`src/sv/cpv_pkg.sv`:
```
// shared types and constants of the codon profile viterbi column block
package cpv_pkg;

    // operation codes carried on the input tuser
    localparam logic [2:0] OP_MATCH_WR = 3'd0;
    localparam logic [2:0] OP_INSERT_WR = 3'd1;
    localparam logic [2:0] OP_TRANS_WR = 3'd2;
    localparam logic [2:0] OP_RESTART = 3'd3;
    localparam logic [2:0] OP_CODON = 3'd4;

    // alphabet and transition kinds
    localparam int N_AA = 20;
    localparam int N_TK = 7;
    localparam logic [4:0] AA_STOP = 5'd20;

    localparam int TK_MM = 0;
    localparam int TK_IM = 1;
    localparam int TK_DM = 2;
    localparam int TK_MI = 3;
    localparam int TK_II = 4;
    localparam int TK_MD = 5;
    localparam int TK_DD = 6;

    // standard genetic code, index is first*16 + second*4 + third
    localparam logic [4:0] GENETIC_CODE [64] = '{
        5'd8, 5'd11, 5'd8, 5'd11, 5'd16, 5'd16, 5'd16, 5'd16,
        5'd14, 5'd15, 5'd14, 5'd15, 5'd7, 5'd7, 5'd10, 5'd7,
        5'd13, 5'd6, 5'd13, 5'd6, 5'd12, 5'd12, 5'd12, 5'd12,
        5'd14, 5'd14, 5'd14, 5'd14, 5'd9, 5'd9, 5'd9, 5'd9,
        5'd3, 5'd2, 5'd3, 5'd2, 5'd0, 5'd0, 5'd0, 5'd0,
        5'd5, 5'd5, 5'd5, 5'd5, 5'd17, 5'd17, 5'd17, 5'd17,
        5'd20, 5'd19, 5'd20, 5'd19, 5'd15, 5'd15, 5'd15, 5'd15,
        5'd20, 5'd1, 5'd18, 5'd1, 5'd9, 5'd4, 5'd9, 5'd4
    };

    // control of the shared add/max unit
    typedef struct packed {
        logic en;
        logic use_max;
    } alu_ctl_t;

endpackage

```
`src/sv/cpv_alu.sv`:
```
// shared saturating adder with running maximum accumulator
module cpv_alu #(
    parameter int SCORE_BITS = 32
) (
    input  logic                         clk,
    input  cpv_pkg::alu_ctl_t            ctl,
    input  logic signed [SCORE_BITS-1:0] a,
    input  logic signed [SCORE_BITS-1:0] b,
    output logic signed [SCORE_BITS-1:0] acc
);

    localparam logic signed [SCORE_BITS-1:0] SC_NEG_INF = {1'b1, {(SCORE_BITS-1){1'b0}}};
    localparam logic signed [SCORE_BITS-1:0] SC_MAX = {1'b0, {(SCORE_BITS-1){1'b1}}};

    logic signed [SCORE_BITS:0]   sum;
    logic signed [SCORE_BITS-1:0] sat;
    logic signed [SCORE_BITS-1:0] acc_reg;
    logic signed [SCORE_BITS-1:0] acc_next;

    // saturating add, minus infinity absorbs
    always_comb
    begin
        sum = (SCORE_BITS+1)'(a) + (SCORE_BITS+1)'(b);
        if (a == SC_NEG_INF || b == SC_NEG_INF)
        begin
            sat = SC_NEG_INF;
        end
        else if (sum < (SCORE_BITS+1)'(SC_NEG_INF))
        begin
            sat = SC_NEG_INF;
        end
        else if (sum > (SCORE_BITS+1)'(SC_MAX))
        begin
            sat = SC_MAX;
        end
        else
        begin
            sat = SCORE_BITS'(sum);
        end
    end

    // keep the older value only when strictly larger
    always_comb
    begin
        if (ctl.use_max && (acc_reg > sat))
        begin
            acc_next = acc_reg;
        end
        else
        begin
            acc_next = sat;
        end
    end

    always_ff @(posedge clk)
    begin
        if (ctl.en)
        begin
            acc_reg <= acc_next;
        end
    end

    assign acc = acc_reg;

endmodule

```
`config.mk`:
```
export PLATFORM = sky130hd
export DESIGN_NAME = cpv_alu
export DESIGN_NICKNAME = d
export VERILOG_FILES = /design/src/sv/cpv_pkg.sv /design/src/sv/cpv_alu.sv
export SDC_FILE = /design/constraint.sdc
export NUM_CORES = 1
export LEC_CHECK = 0
export ABC_CLOCK_PERIOD_IN_PS = 9250
export BUFFER_PORTS_ARGS = -buffer_cell sky130_fd_sc_hd__buf_4
export CORE_MARGIN = 5
export CORE_UTILIZATION = 56
export DETAILED_ROUTE_END_ITERATION = 8
export HOLD_SLACK_MARGIN = 0.05
export PLACE_DENSITY = 0.87
export SLEW_MARGIN = 20
export SYNTH_ARGS = -nofsm -noshare
export SYNTH_HDL_FRONTEND = slang
export SYNTH_SLANG_ARGS = --single-unit
```
`constraint.sdc`:
```
create_clock -name clk -period 9.25 [get_ports clk]
set_input_delay 1.85 -clock clk [delete_from_list [all_inputs] [get_ports clk]]
set_output_delay 1.85 -clock clk [all_outputs]
set_load 0.02 [all_outputs]
```
==> summary.txt <==
Outcome
  – Status: finished, final reports clean

Floorplanning
  – Chip width: 97.6 microns
  – Starting Density: 0.565
  – I/O pins: 99
  – Die height: 97.6 microns
  – Core area: 0.00761 sq mm
  – DIE AREA: 0.00953 sq mm
  – Std-Cell Rows: 32

Drt
  – Via-per-instance ratio: 6.22
  – Routed Antenna Nets: 0
  – Vias post-DR: 4,189
  – TritonRoute pass-1 iters: 5
  – DRT Wirelength: 11.5 mm
  – Drt initial violations: 244
  – DRC violation count after routing: 0
  – WL/cell: 17.1 microns

Pwr
  – Design Power: 887 uW
  – Sw frac: 0.418
  – PwrDens: 172 mW/mm^2
  – Max VDD drop: 66.4 uV
  – P_sw: 371 uW
  – Share of power burned in registers: 0.260
  – Clock power frac: 0.149
  – Leak: 2.22 nW
  – Pint: 516 uW
  – Gate power share: 0.590

Worst setup path
  – R2R Path End: acc[25]$_DFFE_PP_
  – Critical-path cell list: buf_4 > ha_1 > and3_1 > nand2_4 > a2111oi_4 > a21boi_2 > a21oi_4 > a41oi_4 > a21oi_4 > o21ai_1 > ha_1 > a21o_1 > a21o_1 > a21oi_1 > nor3_1 > or3_1 > a211o_1 > a211o_1 > a311oi_4 > buf_4
  – Reg2reg start: acc[9]$_DFFE_PP_
  – Worst path depth: 20
  – Internal reg-to-reg setup slack: 5.91 ns
  – CP required: 9.19 ns
  – Crit path DAT: 7.19 ns
  – Critical path endpoint: acc[25]$_DFFE_PP_
  – WP buf/inv: 2
  – Worst setup EP type: flip-flop
  – Worst Setup SP: a[14]
  – Max FO, Critical Path: 43
  – Startpoint Class: input pin
  – Slowest CP cell: a21oi_4
  – Critical path class: input pin to flip-flop
  – R2R depth: 10
  – Crit path max-delay family: compound AO/OA/AOI/OAI gates
  – CP peak stage delay: 0.77 ns

Global routing
  – Number of global-route vias before repair: 4,061
  – GRT Total Usage: 0.235
  – Pin count of the biggest net entering global routing: 44
  – Initial antenna violation count: 0
  – Gr ovfl total: 0
  – First-pass GRT wire length: 19.0 mm

Logic synthesis
  – Top-area cell type share of the netlist area: 0.224
  – Syn Area/Cell: 8.99 sq um
  – Cells after Synth: 478
  – Largest family of logic cells by synthesized area: compound AO/OA/AOI/OAI gates
  – Asr flop ratio synth: 0
  – Syn Std Cell Area: 0.00430 sq mm
  – Simple-gate area share of the yosys netlist: 0.159
  – EDFF count, synth: 32
  – Synth area leader: edfxtp_1
  – Top cells by area, synth: edfxtp_1 22%, ha_1 19%, o21a_1 6.5%
  – Yosys cell types: 69
  – Yosys warning count: 0
  – Mux contribution to synthesized area: 0
  – Post-synthesis xor/xnor area fraction: 0.0489
  – Synth top cells by count: 64 x ha_1, 37 x a21oi_1, 37 x o21a_1
  – Synthesized Nets: 610
  – Sequential fraction of the synthesis area: 0.224
  – Count leader, synth: ha_1
  – Compound-Gate Fraction of Synth Area: 0.327
  – Synthesized-area fraction occupied by adder cells: 0.191
  – Ys flop type: edfxtp_1
  – Synth Register Bits: 32

Place
  – Post-DP HPWL: 9.46 mm
  – # port buffers: 98
  – RePlAce Congestion: 0.935

Clock tree
  – CTS buffer count: 5
  – Clk root buf: clkbuf_8
  – Worst-case clock buffer depth: 2
  – Clock sink count: 32
  – CTS tree: yes
  – PostCTS Resize Cnt: 0
  – Cts hold-fix bufs: 0
  – Clock Latency Late Sink: 0.29 ns
  – H-tree Lvls: 2
  – Post-CTS Setup Bufs: 0
  – Clk slew on worst S/H paths: 0.07 ns

Timing
  – Max Clk Rate: 138 MHz
  – Final worst-path cycle share: 0.784
  – Worst-Margin Slew: 0.913 ns
  – Crit path time final: 7.25 ns
  – Skew final: 0.00873 ns
  – Hold Vio Cnt, Final: 0
  – Final number of max-transition violations: 0
  – Rel. slew slack: 0.390
  – Final setup fails: 0
  – TNS Setup: 0 ns
  – Min Hold Slack: 1.20 ns
  – RSZ-0062 raised after global routing: no

Layout
  – Final net count: 702
  – # diodes: 0
  – Filler instances: 644
  – Area growth, synth to finish: 20.3%
  – Layout cells sized above 1: 0.233
  – Largest register FFs: 32

Hold path
  – HP Class: flip-flop to flip-flop

Run
  – Max-Cap Viols: 0
## worst reg2reg max path, cell delays in order, from the launching register on
cell and delay, ns:
edfxtp_1 0.40, ha_1 0.34, a21o_1 0.20, a21o_1 0.19, a21oi_1 0.17, nor3_1 0.06
or3_1 0.35, a211o_1 0.27, a211o_1 0.32, a311oi_4 0.28, buf_4 0.40
## cell type report
cell class,count,area [sq um],share of cell area
Clock buffer,5,68.8,0.0133
Multi-Input combinational cell,410,3140,0.607
Inverter,20,75.1,0.0145
Sequential cell,32,961,0.186
Tap cell,102,128,0.0247
Timing Repair Buffer,101,758,0.147
Clock inverter,3,42.5,0.00823
## metrics by stage
step | std cells | util | instance area [sq um] | setup slack [ns]
after floorplan | 478 | - | 4300 | 0.687
final | 673 | 0.680 | 5170 | 2.00
after detailed placement | 665 | 0.665 | 5060 | 1.85
after global routing | 673 | 0.680 | 5170 | 1.71
after CTS | 673 | 0.680 | 5170 | 2.08
after global placement | 665 | 0.665 | 5060 | 1.97
## worst min-delay path by stage
| stage | from | to | slack, ns | cells after the start |
|---|---|---|---|---|
| after floorplan | acc[31]$_DFFE_PP_ | acc[0]$_DFFE_PP_ | 1.62 | 3 |
| after global placement | acc[31]$_DFFE_PP_ | acc[19]$_DFFE_PP_ | 1.16 | 3 |
| after detailed placement | acc[31]$_DFFE_PP_ | acc[19]$_DFFE_PP_ | 1.19 | 3 |
| after CTS | acc[31]$_DFFE_PP_ | acc[8]$_DFFE_PP_ | 1.21 | 3 |
| after global routing | acc[31]$_DFFE_PP_ | acc[3]$_DFFE_PP_ | 1.26 | 3 |
| final | acc[31]$_DFFE_PP_ | acc[3]$_DFFE_PP_ | 1.20 | 3 |
## cells by family (layout without fill, tap and decap cells)
group / count (synthesis) / in the layout
AND/OR/NAND/NOR: 121 / 121
buffers and inverters: 36 / 129
AO/OA/AOI/OAI: 200 / 200
XOR/XNOR: 24 / 24
adder cells (fa/ha/maj): 65 / 65
flip-flops: 32 / 32
## cell usage in the layout (no fill, tap or decap), types with 3 or more instances in the layout
| cell type | instances |
|---|---|
| buf_4 | 101 |
| ha_1 | 64 |
| a21oi_1 | 37 |
| o21a_1 | 37 |
| o21ai_1 | 32 |
| edfxtp_1 | 32 |
| nand2_1 | 25 |
| o21ai_0 | 21 |
| inv_1 | 20 |
| xnor2_1 | 16 |
| nor4_1 | 15 |
| nor2_1 | 14 |
| a21o_1 | 14 |
| nor3_1 | 13 |
| nand4_1 | 11 |
| nor2b_1 | 8 |
| xor2_1 | 8 |
| a31oi_1 | 6 |
| o31ai_1 | 6 |
| nand3_1 | 5 |
| and3_1 | 5 |
| o211ai_1 | 5 |
| clkbuf_8 | 5 |
| a211o_1 | 4 |
| o211a_1 | 3 |
| and2_1 | 3 |
| nand2b_1 | 3 |
| or3_1 | 3 |
| a21boi_0 | 3 |
## power by group through the flow
stage	Combinational [mW]	Sequential (mW)	Clock, mW
after detailed placement	0.512	0.234	0
after floorplan	0.331	0.270	0
after CTS	0.519	0.231	0.133
after global placement	0.498	0.233	0
final	0.524	0.231	0.132
after global routing	0.577	0.235	0.140
## layer usage
layer	global-route usage	up-vias	wire length [microns]	part of all wire
met1	0.329	1937	5240	0.46
met3	0.0251	26	736	0.064
met5	0	-	0	0
met4	0.0735	0	260	0.023
li1	-	2051	-	-
met2	0.382	175	5260	0.46
(Power assumes the default switching activity.)
